### config.mk
export PLATFORM = sky130hd
export DESIGN_NAME = compressor_speed_regulator
export DESIGN_NICKNAME = d
export VERILOG_FILES = /design/src/rtl/csr_pkg.sv /design/src/rtl/compressor_speed_regulator.sv /design/src/rtl/csr_front.sv /design/src/rtl/csr_queue.sv /design/src/rtl/csr_back.sv
export SDC_FILE = /design/constraint.sdc
export NUM_CORES = 1
export LEC_CHECK = 0
export ABC_CLOCK_PERIOD_IN_PS = 8450
export BUFFER_PORTS_ARGS = -buffer_cell sky130_fd_sc_hd__buf_2
export CAP_MARGIN = 20
export CORE_MARGIN = 5
export CORE_UTILIZATION = 30
export CTS_BUF_LIST = sky130_fd_sc_hd__clkbuf_8
export CTS_CLUSTER_DIAMETER = 200
export DETAILED_ROUTE_END_ITERATION = 8
export SKIP_LAST_GASP = 1
export SLEW_MARGIN = 20
export SYNTH_ARGS = -nofsm -noshare
export SYNTH_HDL_FRONTEND = slang
export SYNTH_SLANG_ARGS = --single-unit
### constraint.sdc
create_clock -name clk -period 8.45 [get_ports clk]
set_input_delay 1.69 -clock clk [delete_from_list [all_inputs] [get_ports clk]]
set_output_delay 1.69 -clock clk [all_outputs]
set_load 0.01 [all_outputs]
### src/rtl/csr_pkg.sv
`default_nettype none
// ----------------------------------------------------------------------------
// csr_pkg
// Shared types, constants and table functions of the compressor speed
// regulator.
// ----------------------------------------------------------------------------
package csr_pkg;

    localparam int FREQ_W  = 10;
    localparam int TGT_W   = 9;
    localparam int DUTY_W  = 12;
    localparam int STEP_W  = 4;
    localparam int MIN_W   = 8;
    localparam int RATIO_W = 8;
    localparam int CFG_IDX_W = 2;

    localparam logic [STEP_W-1:0]  TOP_STEP        = 4'd8;
    localparam logic [STEP_W-1:0]  STEP_RESET      = 4'd1;
    localparam logic [TGT_W-1:0]   TARGET_RESET    = 9'd108;
    localparam logic [RATIO_W-1:0] RATIO_RESET     = 8'd98;
    localparam logic [DUTY_W-1:0]  CEILING_RESET   = 12'd1220;
    localparam logic [DUTY_W-1:0]  FLOOR_RESET     = 12'd300;
    localparam logic [MIN_W-1:0]   MIN_SATURATE    = 8'd255;

    // running minutes at which the step rules act
    localparam logic [MIN_W-1:0] MIN_FIRST  = 8'd1;
    localparam logic [MIN_W-1:0] MIN_SECOND = 8'd30;
    localparam logic [MIN_W-1:0] MIN_THIRD  = 8'd80;
    localparam logic [MIN_W-1:0] MIN_FOURTH = 8'd100;
    localparam logic [MIN_W-1:0] MIN_FIFTH  = 8'd120;

    // running ratio thresholds
    localparam logic [RATIO_W-1:0] RATIO_HI   = 8'd75;
    localparam logic [RATIO_W-1:0] RATIO_MID  = 8'd63;
    localparam logic [RATIO_W-1:0] RATIO_LOW  = 8'd57;
    localparam logic [RATIO_W-1:0] RATIO_MIN  = 8'd51;

    // input mode codes
    localparam logic [1:0] MODE_SECOND = 2'd0;
    localparam logic [1:0] MODE_MINUTE = 2'd1;
    localparam logic [1:0] MODE_UP     = 2'd2;
    localparam logic [1:0] MODE_DOWN   = 2'd3;

    // configuration register indexes
    localparam logic [CFG_IDX_W-1:0] CFG_RATIO   = 2'd0;
    localparam logic [CFG_IDX_W-1:0] CFG_CEILING = 2'd1;
    localparam logic [CFG_IDX_W-1:0] CFG_FLOOR   = 2'd2;

    typedef enum logic [1:0] {
        OP_SECOND,
        OP_MINUTE,
        OP_UP,
        OP_DOWN
    } op_t;

    typedef struct packed {
        op_t               op;
        logic [FREQ_W-1:0] freq;
        logic              adjust;
    } cmd_t;

    function automatic logic [TGT_W-1:0] freq_of_step(input logic [STEP_W-1:0] s);
        logic [TGT_W-1:0] f;
        begin
            case (s)
                4'd0:    f = 9'd96;
                4'd1:    f = 9'd108;
                4'd2:    f = 9'd120;
                4'd3:    f = 9'd132;
                4'd4:    f = 9'd144;
                4'd5:    f = 9'd160;
                4'd6:    f = 9'd200;
                4'd7:    f = 9'd240;
                default: f = 9'd260;
            endcase
            return f;
        end
    endfunction

    // duty step chosen by error size, rising gets the larger coarse step
    function automatic logic [4:0] duty_tier(input logic [FREQ_W-1:0] err,
                                             input logic rising);
        logic [4:0] t;
        begin
            if (err > 10'd80)
                t = rising ? 5'd30 : 5'd15;
            else if (err > 10'd40)
                t = 5'd20;
            else if (err > 10'd20)
                t = 5'd15;
            else if (err > 10'd10)
                t = 5'd10;
            else if (err > 10'd2)
                t = 5'd5;
            else
                t = 5'd1;
            return t;
        end
    endfunction

endpackage
`default_nettype wire

### src/rtl/compressor_speed_regulator.sv
`default_nettype none
// ----------------------------------------------------------------------------
// compressor_speed_regulator
// Compressor motor speed regulator: duty control and speed step selection.
// ----------------------------------------------------------------------------
// usage
//   input channel (in_valid/in_ready) carries one word per tick or command:
//   mode 0 second tick with measured_frequency and spinning, mode 1 minute
//   tick, mode 2 speed up, mode 3 speed down.
//   output channel (out_valid/out_ready) returns exactly one word per input
//   word: duty, target_frequency and speed_index after that command.
//   configuration channel (cfg_valid/cfg_ready) writes running_ratio (0),
//   duty_ceiling (1) or duty_floor (2); cfg_ready is always high, writes
//   should land while no word is in flight.
//   path: a taken input word is written into the command queue, then executed
//   into the result registers once out_valid is low or out_ready is high.
//   throughput: one word per cycle while out_ready stays high.
//   a two-entry command queue lets input words be taken while the receiver
//   holds off out_ready; when it fills, in_ready drops until results drain.
//   reset: step 1, target 108, duty 300, minute count and last frequency 0,
//   registers back to their default values, queue and result empty.
// ----------------------------------------------------------------------------
module compressor_speed_regulator (
    input  wire logic                              clk,
    input  wire logic                              rst_n,
    input  wire logic                              in_valid,
    output logic                                   in_ready,
    input  wire logic [1:0]                        mode,
    input  wire logic [csr_pkg::FREQ_W-1:0]        measured_frequency,
    input  wire logic                              spinning,
    output logic                                   out_valid,
    input  wire logic                              out_ready,
    output logic [csr_pkg::DUTY_W-1:0]             duty,
    output logic [csr_pkg::TGT_W-1:0]              target_frequency,
    output logic [csr_pkg::STEP_W-1:0]             speed_index,
    input  wire logic                              cfg_valid,
    output logic                                   cfg_ready,
    input  wire logic [csr_pkg::CFG_IDX_W-1:0]     cfg_index,
    input  wire logic [csr_pkg::DUTY_W-1:0]        cfg_data
);
    import csr_pkg::*;

    logic q_full;
    logic q_push;
    cmd_t q_push_cmd;
    logic q_pop;
    logic q_not_empty;
    cmd_t q_head_cmd;

    assign cfg_ready = 1'b1;

    csr_front u_front (
        .in_valid           (in_valid),
        .in_ready           (in_ready),
        .mode               (mode),
        .measured_frequency (measured_frequency),
        .spinning           (spinning),
        .q_full             (q_full),
        .q_push             (q_push),
        .q_cmd              (q_push_cmd)
    );

    csr_queue u_queue (
        .clk       (clk),
        .rst_n     (rst_n),
        .push      (q_push),
        .push_cmd  (q_push_cmd),
        .full      (q_full),
        .pop       (q_pop),
        .not_empty (q_not_empty),
        .head_cmd  (q_head_cmd)
    );

    csr_back u_back (
        .clk              (clk),
        .rst_n            (rst_n),
        .q_not_empty      (q_not_empty),
        .q_cmd            (q_head_cmd),
        .q_pop            (q_pop),
        .cfg_we           (cfg_valid & cfg_ready),
        .cfg_index        (cfg_index),
        .cfg_data         (cfg_data),
        .out_valid        (out_valid),
        .out_ready        (out_ready),
        .duty             (duty),
        .target_frequency (target_frequency),
        .speed_index      (speed_index)
    );

endmodule
`default_nettype wire

### src/rtl/csr_front.sv
`default_nettype none
// ----------------------------------------------------------------------------
// csr_front
// Takes input words, decodes the mode into a command and pushes it into
// the command queue.
// ----------------------------------------------------------------------------
module csr_front (
    input  wire logic                         in_valid,
    output logic                              in_ready,
    input  wire logic [1:0]                   mode,
    input  wire logic [csr_pkg::FREQ_W-1:0]   measured_frequency,
    input  wire logic                         spinning,
    input  wire logic                         q_full,
    output logic                              q_push,
    output csr_pkg::cmd_t                     q_cmd
);
    import csr_pkg::*;

    op_t op;

    always_comb
    begin
        case (mode)
            MODE_SECOND: op = OP_SECOND;
            MODE_MINUTE: op = OP_MINUTE;
            MODE_UP:     op = OP_UP;
            MODE_DOWN:   op = OP_DOWN;
            default:     op = OP_DOWN;
        endcase
    end

    assign in_ready     = ~q_full;
    assign q_push       = in_valid & ~q_full;
    assign q_cmd.op     = op;
    assign q_cmd.freq   = measured_frequency;
    // only a second tick with the motor running moves the duty
    assign q_cmd.adjust = (op == OP_SECOND) & spinning;

endmodule
`default_nettype wire

### src/rtl/csr_queue.sv
`default_nettype none
// ----------------------------------------------------------------------------
// csr_queue
// Two-entry command queue between the decoder and the execution stage.
// ----------------------------------------------------------------------------
module csr_queue (
    input  wire logic           clk,
    input  wire logic           rst_n,
    input  wire logic           push,
    input  wire csr_pkg::cmd_t  push_cmd,
    output logic                full,
    input  wire logic           pop,
    output logic                not_empty,
    output csr_pkg::cmd_t       head_cmd
);
    import csr_pkg::*;

    cmd_t       entry_reg [2];
    logic       wr_ptr_reg;
    logic       wr_ptr_next;
    logic       rd_ptr_reg;
    logic       rd_ptr_next;
    logic [1:0] count_reg;
    logic [1:0] count_next;

    assign full      = (count_reg == 2'd2);
    assign not_empty = (count_reg != 2'd0);
    assign head_cmd  = entry_reg[rd_ptr_reg];

    always_comb
    begin
        wr_ptr_next = push ? ~wr_ptr_reg : wr_ptr_reg;
        rd_ptr_next = pop ? ~rd_ptr_reg : rd_ptr_reg;
        count_next  = count_reg + {1'b0, push} - {1'b0, pop};
    end

    always_ff @(posedge clk or negedge rst_n)
    begin
        if (!rst_n)
        begin
            wr_ptr_reg <= 1'b0;
            rd_ptr_reg <= 1'b0;
            count_reg  <= 2'd0;
        end
        else
        begin
            wr_ptr_reg <= wr_ptr_next;
            rd_ptr_reg <= rd_ptr_next;
            count_reg  <= count_next;
        end
    end

    always_ff @(posedge clk)
    begin
        if (push)
            entry_reg[wr_ptr_reg] <= push_cmd;
    end

endmodule
`default_nettype wire

### src/rtl/csr_back.sv
`default_nettype none
// ----------------------------------------------------------------------------
// csr_back
// Executes commands: duty regulation, minute counting, speed step moves.
// Holds the regulator state, the configuration registers and the result.
// ----------------------------------------------------------------------------
module csr_back (
    input  wire logic                             clk,
    input  wire logic                             rst_n,
    input  wire logic                             q_not_empty,
    input  wire csr_pkg::cmd_t                    q_cmd,
    output logic                                  q_pop,
    input  wire logic                             cfg_we,
    input  wire logic [csr_pkg::CFG_IDX_W-1:0]    cfg_index,
    input  wire logic [csr_pkg::DUTY_W-1:0]       cfg_data,
    output logic                                  out_valid,
    input  wire logic                             out_ready,
    output logic [csr_pkg::DUTY_W-1:0]            duty,
    output logic [csr_pkg::TGT_W-1:0]             target_frequency,
    output logic [csr_pkg::STEP_W-1:0]            speed_index
);
    import csr_pkg::*;

    logic [RATIO_W-1:0] ratio_reg;
    logic [DUTY_W-1:0]  ceiling_reg;
    logic [DUTY_W-1:0]  floor_reg;

    logic [STEP_W-1:0]  step_reg;
    logic [STEP_W-1:0]  step_next;
    logic [TGT_W-1:0]   target_reg;
    logic [TGT_W-1:0]   target_next;
    logic [DUTY_W-1:0]  duty_reg;
    logic [DUTY_W-1:0]  duty_next;
    logic [MIN_W-1:0]   minutes_reg;
    logic [MIN_W-1:0]   minutes_next;
    logic [FREQ_W-1:0]  last_freq_reg;
    logic [FREQ_W-1:0]  last_freq_next;
    logic               out_valid_reg;
    logic               out_valid_next;

    logic [FREQ_W-1:0]  tgt_ext;
    logic               below;
    logic               above;
    logic [FREQ_W-1:0]  err;
    logic [4:0]         tier;
    logic [DUTY_W:0]    duty_up;
    logic [DUTY_W:0]    duty_dn;
    logic [DUTY_W-1:0]  adj_duty;
    logic [STEP_W:0]    step_req;
    logic [STEP_W-1:0]  step_sat;
    logic               step_set;

    assign q_pop = q_not_empty & (~out_valid_reg | out_ready);

    // duty regulation against the incoming frequency
    always_comb
    begin
        tgt_ext = {1'b0, target_reg};
        below   = q_cmd.freq < tgt_ext;
        above   = q_cmd.freq > tgt_ext;
        err     = below ? (tgt_ext - q_cmd.freq) : (q_cmd.freq - tgt_ext);
        tier    = duty_tier(err, below);
        duty_up = {1'b0, duty_reg} + {{(DUTY_W-4){1'b0}}, tier};
        duty_dn = {1'b0, duty_reg} - {{(DUTY_W-4){1'b0}}, tier};
        if (below)
            adj_duty = (duty_up > {1'b0, ceiling_reg}) ? ceiling_reg : duty_up[DUTY_W-1:0];
        else if (above)
            adj_duty = (duty_dn[DUTY_W] || (duty_dn[DUTY_W-1:0] < floor_reg))
                       ? floor_reg : duty_dn[DUTY_W-1:0];
        else
            adj_duty = duty_reg;
    end

    always_comb
    begin
        last_freq_next = last_freq_reg;
        duty_next      = duty_reg;
        minutes_next   = minutes_reg;
        step_req       = {1'b0, step_reg};
        step_set       = 1'b0;
        case (q_cmd.op)
            OP_SECOND:
            begin
                last_freq_next = q_cmd.freq;
                if (q_cmd.adjust)
                    duty_next = adj_duty;
            end
            OP_MINUTE:
            begin
                if (last_freq_reg != '0)
                    minutes_next = (minutes_reg == MIN_SATURATE) ? minutes_reg
                                   : minutes_reg + 8'd1;
                else
                    minutes_next = '0;
                if (minutes_next == MIN_FIFTH || minutes_next == MIN_FOURTH)
                begin
                    step_req = {1'b0, step_reg} + 5'd3;
                    step_set = 1'b1;
                end
                else if (minutes_next == MIN_THIRD)
                begin
                    step_req = {1'b0, step_reg} + 5'd2;
                    step_set = 1'b1;
                end
                else if (minutes_next == MIN_SECOND)
                begin
                    step_set = 1'b1;
                    if (ratio_reg > RATIO_HI)       step_req = 5'd8;
                    else if (ratio_reg > RATIO_MID) step_req = 5'd6;
                    else if (ratio_reg > RATIO_LOW) step_req = 5'd4;
                    else if (ratio_reg > RATIO_MIN) step_req = 5'd2;
                    else                            step_req = 5'd0;
                end
                else if (minutes_next == MIN_FIRST)
                begin
                    step_set = 1'b1;
                    if (ratio_reg > RATIO_HI)       step_req = 5'd8;
                    else if (ratio_reg > RATIO_MID) step_req = 5'd7;
                    else if (ratio_reg > RATIO_LOW) step_req = 5'd6;
                    else if (ratio_reg > RATIO_MIN) step_req = 5'd5;
                    else                            step_req = 5'd4;
                end
            end
            OP_UP:
            begin
                step_req = {1'b0, step_reg} + 5'd1;
                step_set = 1'b1;
            end
            OP_DOWN:
            begin
                step_req = (step_reg != '0) ? ({1'b0, step_reg} - 5'd1) : 5'd0;
                step_set = 1'b1;
            end
            default:
            begin
                step_set = 1'b0;
            end
        endcase
        step_sat    = (step_req > {1'b0, TOP_STEP}) ? TOP_STEP : step_req[STEP_W-1:0];
        step_next   = step_set ? step_sat : step_reg;
        target_next = step_set ? freq_of_step(step_sat) : target_reg;
        if (q_pop)
            out_valid_next = 1'b1;
        else if (out_ready)
            out_valid_next = 1'b0;
        else
            out_valid_next = out_valid_reg;
    end

    always_ff @(posedge clk or negedge rst_n)
    begin
        if (!rst_n)
        begin
            ratio_reg     <= RATIO_RESET;
            ceiling_reg   <= CEILING_RESET;
            floor_reg     <= FLOOR_RESET;
            step_reg      <= STEP_RESET;
            target_reg    <= TARGET_RESET;
            duty_reg      <= FLOOR_RESET;
            minutes_reg   <= '0;
            last_freq_reg <= '0;
            out_valid_reg <= 1'b0;
        end
        else
        begin
            if (cfg_we)
            begin
                case (cfg_index)
                    CFG_RATIO:   ratio_reg   <= cfg_data[RATIO_W-1:0];
                    CFG_CEILING: ceiling_reg <= cfg_data;
                    CFG_FLOOR:   floor_reg   <= cfg_data;
                    default:     ratio_reg   <= ratio_reg;
                endcase
            end
            // state only moves when a command is taken, so it doubles as the result word
            if (q_pop)
            begin
                step_reg      <= step_next;
                target_reg    <= target_next;
                duty_reg      <= duty_next;
                minutes_reg   <= minutes_next;
                last_freq_reg <= last_freq_next;
            end
            out_valid_reg <= out_valid_next;
        end
    end

    assign out_valid        = out_valid_reg;
    assign duty             = duty_reg;
    assign target_frequency = target_reg;
    assign speed_index      = step_reg;

endmodule
`default_nettype wire
# Word level (Yosys, flattened, before mapping)
# Memories as Yosys holds them, arrays and structs flattened.
# Cells that the tools add are included.
[word_totals] n_memories=2 elab_cells=121 mem_bits_rw=26 in_bits=32 output_inout_bits=28 reg_bits=80 romBits=48
[memory_table] memory="(name not given)" depth=8 width=6 rd=1 rd_ports_with_merged_regs=0 write_ports=0 line_no="csr_pkg.sv:65" source="case (s)"
[memory_table] memory="u_queue.entry_reg" depth=2 width=13 rd=1 rd_ports_with_merged_regs=0 write_ports=1 line_no="csr_queue.sv:18" source="cmd_t entry_reg [2];"
[op_classes] add_sub_neg=11 eq_ne=15 bitwise_logic=8 n_lt_le_gt_ge=14 mux=40 reduce_logical=19
[op_table] operator="5-bit 2-to-1 mux" n=16
[op_table] operator="12-bit 2-to-1 mux" n=4
[op_table] operator="8-bit by 7-bit equality test with 1-bit output (second input constant)" n=3
[op_table] operator="8-bit by 6-bit greater-than comparator with 1-bit output (second input constant)" n=3
[op_table] operator="8-bit 2-to-1 mux" n=3
[op_table] operator="5-bit one-hot mux with 3 select lines" n=1
[op_table] operator="12-bit by 5-bit adder with 13-bit output" n=1
[op_table] operator="13-bit by 12-bit greater-than comparator with 1-bit output" n=1
[op_table] operator="12-bit by 5-bit subtractor with 13-bit output" n=1
[op_table] operator="2-bit equality test (second input constant)" n=6
[op_table] operator="12-bit less-than comparator" n=1
[op_table] operator="2-bit AND reduction" n=6
[op_table] operator="4-bit by 2-bit adder with 5-bit output (second input constant)" n=2
[op_table] operator="10-bit by 2-bit greater-than comparator with 1-bit output (second input constant)" n=1
[op_table] operator="10-bit by 4-bit greater-than comparator with 1-bit output (second input constant)" n=1
[op_table] operator="10-bit by 5-bit greater-than comparator with 1-bit output (second input constant)" n=1
[op_table] operator="10-bit by 6-bit greater-than comparator with 1-bit output (second input constant)" n=1
[op_table] operator="10-bit by 7-bit greater-than comparator with 1-bit output (second input constant)" n=1
[op_table] operator="10-bit by 9-bit greater-than comparator with 1-bit output" n=1
[op_table] operator="10-bit by 9-bit less-than comparator with 1-bit output" n=1
[op_table] operator="10-bit 2-to-1 mux" n=1
[op_table] operator="10-bit nonzero test" n=1
[op_table] operator="10-bit by 9-bit subtractor with 10-bit output" n=1
[op_table] operator="9-bit by 10-bit subtractor with 10-bit output" n=1
[op_table] operator="other kinds (27)" n=48

# Depth between registers and ports, before layout
# Gate-level depths: netlist of the first run.
# An unclocked memory read counts as a cell.
[logic_depth] depth_word=15 ltp_mapped=34 mapped_depth_nobuf=30

# Cells and area by module
# From an unflattened synthesis of the first run, not the netlist that was laid out.
[hier_totals] hier_cells=797 area_unflattened_um2=7666.1
[modules_own_cells] module="csr_back" seq_area_each_um2=1826.8 cells_per_inst=725 area_per_inst_um2=6412.4 n_inst=1
[modules_own_cells] module="csr_queue" seq_area_each_um2=880.8 cells_per_inst=55 area_per_inst_um2=1137.3 n_inst=1
[modules_own_cells] module="csr_front" seq_area_each_um2=0.0 cells_per_inst=15 area_per_inst_um2=105.1 n_inst=1
[modules_own_cells] module="compressor_speed_regulator" seq_area_each_um2=0.0 cells_per_inst=2 area_per_inst_um2=11.3 n_inst=1

# Least setup slack after synthesis of the first run
# OpenSTA, ideal clock, no wires.
[synth_timing] path_type="reg2reg" from="register u_queue.rd_ptr_reg" to="register u_back.duty_reg[4], in the netlist u_back.duty[4]" required_time_ns=8.330 path_buffers=4 synth_period_minus_slack_ns=6.941 path_slack_ns=1.509 stages_incl_launch_ff=33 arrival_ns=6.821 setup_time_ns=0.120 path_cell_list="dfrtp_1 > buf_4 > buf_1 > mux2i_1 > inv_1 > ha_1 > a21o_1 > a211o_1 > or2_1 > buf_6 > nor2_1 > o22ai_1 > a221oi_2 > mux2i_1 > or2_4 > o21ai_1 > ha_1 > inv_1 > fa_1 > nor2b_1 > o21a_1 > o21ai_1 > a21oi_1 > nand3_1 > xnor2_1 > ha_1 > nand4_1 > a221oi_1 > or4_1 > clkbuf_1 > nand2_1 > a211o_1 > a31o_2"
[synth_lines] item="start, declared" line_no="csr_queue.sv:21" source="logic rd_ptr_reg;"
[synth_lines] item="start signal, assigned" line_no="csr_queue.sv:48" source="rd_ptr_reg <= rd_ptr_next;"
[synth_lines] item="end signal, assigned" line_no="csr_back.sv:180" source="duty_reg <= duty_next;"
[synth_lines] item="end, declared" line_no="csr_back.sv:32" source="logic [DUTY_W-1:0] duty_reg;"

==> results of run 1 <==
worst max-delay path, delay by kind of cell (launching register included):
kind	cells	cell delay (ns)
AND/OR/NAND/NOR	7	1.31
flip-flops	1	0.71
buffers and inverters	3	0.40
AO/OA/AOI/OAI	11	2.81
XOR/XNOR	1	0.24
adder cells (fa/ha/maj)	4	1.27
multiplexers	2	0.77
cells by family after synthesis:
| kind of cell | Yosys count |
|---|---|
| flip-flops | 102 |
| adder cells (fa/ha/maj) | 65 |
| other | 2 |
| multiplexers | 64 |
| buffers and inverters | 105 |
| AND/OR/NAND/NOR | 233 |
| AO/OA/AOI/OAI | 216 |
| XOR/XNOR | 35 |
cell usage after synthesis, drive strengths merged (6+ instances only):
library cell / n / share of area
buf: 21 / 0.018
a21oi: 43 / 0.029
inv: 64 / 0.031
nand4: 10 / 0.0081
o31ai: 6 / 0.0058
nand2b: 9 / 0.0073
xor2: 11 / 0.012
xnor2: 24 / 0.028
edfxtp: 26 / 0.10
and3: 7 / 0.0063
a21o: 9 / 0.0088
a211o: 8 / 0.0091
o21bai: 6 / 0.0058
o211ai: 10 / 0.0097
dfstp: 20 / 0.068
or3: 6 / 0.0049
o21ai: 51 / 0.035
a211oi: 8 / 0.0084
nand3: 24 / 0.016
nor2: 59 / 0.029
clkbuf: 19 / 0.0092
nor4: 6 / 0.0096
ha: 62 / 0.10
or2: 6 / 0.0052
a31oi: 15 / 0.013
dfrtp: 56 / 0.18
nand2: 55 / 0.027
nor3: 20 / 0.014
nor2b: 7 / 0.0057
o21a: 13 / 0.013
and2: 7 / 0.0060
mux2: 43 / 0.063
mux2i: 21 / 0.027
metrics by stage:
step | hold slack, ns | util | cell area [sq um]
floorplan | 0.4597 | - | 7720
global placement | 0.4765 | 0.3261 | 8235
detailed placement | 0.4879 | 0.3261 | 8235
CTS | 0.5094 | 0.3339 | 8433
global route | 0.5453 | 0.3347 | 8452
finish | 0.5165 | 0.3347 | 8452
how the worst max path moves through the flow:
stage               cells past startpoint                from              to  slack, ns
finish                                 28  u_queue.rd_ptr_reg  u_back.duty[4]       0.83
global route                           28  u_queue.rd_ptr_reg  u_back.duty[4]       0.22
CTS                                    28  u_queue.rd_ptr_reg  u_back.duty[4]       0.61
detailed placement                     28  u_queue.rd_ptr_reg  u_back.duty[4]       0.67
global placement                       28  u_queue.rd_ptr_reg  u_back.duty[0]       0.86
floorplan                              32  u_queue.rd_ptr_reg  u_back.duty[4]       1.51
layer usage:
| layer | up-vias | GRT usage | share of wire | wire length [um] |
|---|---|---|---|---|
| met1 | 2937 | 0.1790 | 0.47 | 8938 |
| met2 | 139 | 0.2209 | 0.47 | 8937 |
| met3 | 26 | 0.02393 | 0.045 | 852 |
| li1 | 3037 | - | - | - |
| met4 | 0 | 0.03611 | 0.015 | 281 |
| met5 | - | 0 | 0 | 0 |
layout make-up:
class / instances / area, sq um / share of cell area
clock buffer: 9 / 123.9 / 0.01466
clock inverter: 7 / 73.82 / 0.008734
inverter: 65 / 244.0 / 0.02887
multi-input combinational: 616 / 4572 / 0.5409
sequential: 102 / 2709 / 0.3205
tap: 330 / 412.9 / 0.04885
timing repair buffer: 60 / 316.6 / 0.03745
timing repair:
| item | CTS | global route |
|---|---|---|
| setup endpoints to repair | 0 | 5 |
| endpoints found under the hold margin | 0 | 0 |
| gates resized for setup | 0 | 1 |
==> metrics.md, run 1 <==
| Metric | Value |
|---|---|
| Placed insts | `1173` |
| First-pass GRT wire length | `31520 um` |
| Maximum Capacitance Violations | `0` |
| Setup_tns | `0 ns` |
| Cts hold-fix bufs | `0` |
| Worst Path Arrival | `7.90 ns` |
| Syn Inst Count | `822` |
| Startpoint Class | `flop` |
| FILL cells | `2640` |
| Total gr overflow | `0` |
| FF-to-FF path depth | `28` |
| IO buf count | `56` |
| Die area | `0.02903 sq mm` |
| Min-Delay Startpoint | `u_back.floor_reg[7]` |
| Gpl congestion | `0.8863` |
| Worst Hold End | `u_back.floor_reg[7]` |
| CTS Buf Count | `9` |
| H-tree depth | `3` |
| Max-slew violation count | `0` |
| # nets final | `951` |
| Status | `finished clean` |
| Initial antenna violation count | `0` |
| Post-synthesis simple-gate area fraction | `0.1571` |
| Fraction of layout cells with a size suffix above 1 | `0.1921` |
| Num ports | `60` |
| Final std cells w/o fill | `1189` |
| Post-Synth Adder-Cell Area | `0.1083` |
| Main combinational cell family by area after synthesis | `compound AO/OA/AOI/OAI gates` |
| Synthesis Warnings | `0` |
| Worst skew pair latency | `0.39 ns` |
| Worst path max stage delay | `0.71 ns` |
| CP max stage cell | `dfrtp_2` |
| CORE AREA | `0.02525 sq mm` |
| Reg2Reg Launch Point | `u_queue.rd_ptr_reg` |
| Max Buffers Root-to-Sink | `2` |
| Row cnt | `58` |
| Number of vias per cell | `5.163` |
| Mux contribution to synthesized area | `0.09048` |
| Avg Cell Area, Syn | `9.387 sq um` |
| Flop2flop setup slack | `0.83 ns` |
| Post-route ant nets | `0` |
| Critical path required time | `8.73 ns` |
| Final setup vio count | `0` |
| Final Skew | `0.01784 ns` |
| Crit-path max FO | `20` |
| Most frequent cells in the layout | `inv_1 (64), ha_1 (62), nor2_1 (56)` |
| Area of the mapped netlist | `0.007716 sq mm` |
| Endpoints failing hold | `0` |
| Number of enable flip-flop cells after synthesis | `26` |
| Setup slack after layout | `0.8321 ns` |
| CTS tree | `yes` |
| Drt drc | `0` |
| Clock transition at path regs | `0.11 ns` |
| Largest net degree at the start of global routing | `77` |
| Synth Area in Compound Gates | `0.1926` |
| Crit. End Element | `flop` |
| Ys flop type | `dfrtp_1` |
| Clock root buffer | `clkbuf_8` |
| Synth unique cells | `87` |
| Syn-to-layout area delta | `9.535%` |
| Ant. Diodes | `0` |
| 1st-iter DRT viols | `375` |
| WL/cell | `15.99 um` |
| Setup CP Type | `flop to flop` |
| HPWL Detailed | `14680 um` |
| Post-CTS Setup Inserts | `0` |
| Min Tclk post-route | `7.618 ns` |
| Final wirelength | `19010 um` |
| Die Wd | `170.4 um` |
| Xor/xnor cell area share of the yosys netlist | `0.04070` |
| Total vias in the final route | `6139` |
| RSZ-0062 raised after global routing | `no` |
| Ys async rst share | `0.7451` |
| Die height | `170.4 um` |
| Hold path depth | `1` |
| CTS Sinks | `102` |
| Initial Utilization | `0.3055` |
| Worst hold path type | `flop to flop` |
| FF+latch count, synth | `102` |
| Rel. slew slack | `0.3880` |
| Cell repeated most along the worst path | `ha_1` |
| Register area share after synthesis | `0.3509` |
| GRT Overall Usage | `0.1332` |
| Post-place setup slack | `0.6679 ns` |
| Reg2reg end | `u_back.duty[4]` |
| DR pass1 iterations | `5` |
| Most common cell after layout, fill and taps aside | `inv_1` |
| Fmax | `0.1313 GHz` |
| Slew @ Worst Pin | `0.9065 ns` |
| Vias in the first global route | `6168` |
| Period utilization | `0.9015` |
| Max reg flops | `26` |
Power of run 1 is left out: the tool's default activity adds up to more than one toggle a clock period on the data nets, which glitch-free logic cannot reach.
==> inputs of run 2 (changes only) <==
--- a/config.mk
+++ b/config.mk
@@ -11,8 +11,9 @@
 export CORE_MARGIN = 5
 export CORE_UTILIZATION = 30
 export CTS_BUF_LIST = sky130_fd_sc_hd__clkbuf_8
-export CTS_CLUSTER_DIAMETER = 200
+export CTS_CLUSTER_DIAMETER = 150
 export DETAILED_ROUTE_END_ITERATION = 8
+export RECOVER_POWER = 25
 export SKIP_LAST_GASP = 1
 export SLEW_MARGIN = 20
 export SYNTH_ARGS = -nofsm -noshare
==> run 2 against run 1 <==
  * The flow now finishes with violations (capacitance limit, slew limit)
  * Cell area down 0.22%
  * Hold slack hardly changed
  * Flip-flop and latch count unchanged
  * Clock skew barely moved
  * Critical path type unchanged
  * Largest cell class unchanged
==> metrics.md, run 2 (synthesis gave the netlist of run 1 again) <==
| Metric | Value |
|---|---|
| Fraction of layout cells with a size suffix above 1 | `0.1804 (-0.01164)` |
| Largest net degree at the start of global routing | `77 (unchanged)` |
| GR Util met2 | `0.2209 (unchanged)` |
| Row cnt | `58 (unchanged)` |
| H-tree depth | `3 (unchanged)` |
| Ant. Diodes | `0 (unchanged)` |
| Initial Utilization | `0.3055 (unchanged)` |
| CTS Buf Count | `9 (unchanged)` |
| Crit. End Element | `flop` |
| CP max stage cell | `dfrtp_2` |
| Syn-to-layout area delta | `9.291%` |
| Slew @ Worst Pin | `4.199 ns (+3.293 ns)` |
| Cts hold-fix bufs | `0 (unchanged)` |
| # nets final | `951 (unchanged)` |
| Post_cts resized | `0 (unchanged)` |
| Num ports | `60 (unchanged)` |
| Endpoints failing hold | `0 (unchanged)` |
| CTS Sinks | `102 (unchanged)` |
| Max reg flops | `26 (unchanged)` |
| Die Wd | `170.4 um (unchanged)` |
| Die height | `170.4 um (unchanged)` |
| DP Area | `0.008235 sq mm (unchanged)` |
| CTS tree | `yes` |
| Worst setup path startpoint | `u_queue.rd_ptr_reg` |
| Worst skew pair latency | `0.39 ns (about the same)` |
| Worst Hold End | `u_back.floor_reg[7]` |
| Gpl congestion | `0.8863 (unchanged)` |
| Drt drc | `0 (unchanged)` |
| Die area | `0.02903 sq mm (unchanged)` |
| FF-to-FF path depth | `28 (unchanged)` |
| CORE AREA | `0.02525 sq mm (unchanged)` |
| WL/cell | `16.03 um (+0.24%)` |
| Total gr overflow | `0 (unchanged)` |
| GRT Overall Usage | `0.1332 (unchanged)` |
| Hold path depth | `1 (unchanged)` |
| Most frequent cells in the layout | `inv_1 (64), ha_1 (62), nor2_1 (56), nand2_1 (55), dfrtp_1 (55)` |
| Met1 Track Usage GR | `0.1790 (unchanged)` |
| Initial antenna violation count | `0 (unchanged)` |
| Max Buffers Root-to-Sink | `2 (unchanged)` |
| IO buf count | `56 (unchanged)` |
| Period utilization | `0.9017 (about the same)` |
| Min-Delay Startpoint | `u_back.floor_reg[7]` |
| DR pass1 iterations | `5 (unchanged)` |
| HPWL Detailed | `14680 um (unchanged)` |
| Violated checks | `capacitance limit, slew limit` |
| Post-CTS Setup Inserts | `0 (unchanged)` |
| Total vias in the final route | `6131 (-0.13%)` |
| RSZ-0062 raised after global routing | `no` |
| Maximum Capacitance Violations | `1 (+1)` |
| Setup CP Type | `flop to flop` |
| Rel. slew slack | `-1.800 (-2.188)` |
| Reg2reg end | `u_back.duty[4]` |
| Fmax | `0.1312 GHz (about the same)` |
| Vias in the first global route | `6168 (unchanged)` |
| Flop2flop setup slack | `0.83 ns (about the same)` |
| Final wirelength | `19060 um (+0.24%)` |
| Most common cell after layout, fill and taps aside | `inv_1` |
| Crit-path max FO | `20 (unchanged)` |
| Clock root buffer | `clkbuf_8` |
| Setup_tns | `0 ns (unchanged)` |
| Met3 GRT Util | `0.02393 (unchanged)` |
| Worst path max stage delay | `0.71 ns (about the same)` |
| Number of vias per cell | `5.156 (-0.13%)` |
| First-pass GRT wire length | `31520 um (unchanged)` |
| Finished layout cell area | `0.008433 sq mm (-0.22%)` |
| 1st-iter DRT viols | `382 (+1.9%)` |
| Min Tclk post-route | `7.619 ns (+0.001573 ns)` |
| Startpoint Class | `flop` |
| Worst hold path type | `flop to flop` |
| Final setup vio count | `0 (unchanged)` |
| Max-slew violation count | `77 (+77)` |
| Post-route ant nets | `0 (unchanged)` |
| Layer with the highest usage | `met2` |
| Critical path required time | `8.73 ns (about the same)` |
| Worst Path Arrival | `7.90 ns (about the same)` |
| Clock transition at path regs | `0.11 ns (about the same)` |
| Final Skew | `0.01784 ns (+0.000004200 ns)` |
| Cell repeated most along the worst path | `ha_1` |
| Status | `finished with violations` |
| Reg2Reg Launch Point | `u_queue.rd_ptr_reg` |
==> run 2: changes by cell type in the layout (fill, tap and decap cells not counted), sizes merged <==
cell | before | now
buf | 60 | 50
clkbuf | 9 | 19
==> run 2: worst max-delay path, delay by kind of cell (launching register included) <==
family                     cells  cell delay, ns
AOI/OAI and AO/OA             11            2.81
buffers and inverters          3            0.39
muxes                          2            0.77
xor gates and xnor gates       1            0.24
and+or+nand+nor                7            1.31
adders and majority gates      4            1.27
DFF                            1            0.71
==> run 2: worst max-delay path by stage <==
stage,to,slack (ns),cells past startpoint
final,u_back.duty[4],0.83,28
after global routing,u_back.duty[4],0.22,28
after CTS,u_back.duty[4],0.61,28
after detailed placement,u_back.duty[4],0.67,28
after global placement,u_back.duty[0],0.86,28
after floorplan,u_back.duty[4],1.51,32
==> run 2: final cells by class <==
type | count | area [sq um]
fillers | 2646 | 16820
flip-flops and latches | 102 | 2709
clock inverters | 7 | 73.82
multi-input cells | 616 | 4572
clock buffers | 9 | 123.9
well taps | 330 | 412.9
repair buffers | 60 | 297.8
inverters | 65 | 244.0
==> run 2: metal layers <==
metal  part of all wire  vias to the layer above
li1                   -                     3037
met1               0.47                     2932
met2               0.47                      136
met3              0.043                       26
met4              0.015                        0
met5                  0                        -
==> run 2: per-stage QoR <==
step	instances	util	hold WS (ns)	setup slack (ns)
5_1_grt	1189	0.3339	0.5453	0.2217
3_3_place_gp	1173	0.3261	0.4765	0.8618
3_5_place_dp	1173	0.3261	0.4879	0.6679
4_1_cts	1189	0.3339	0.5094	0.6112
6_report	1189	0.3339	0.5165	0.8305
2_1_floorplan	823	-	0.4597	1.509
Power of run 2 is left out for the same reason.
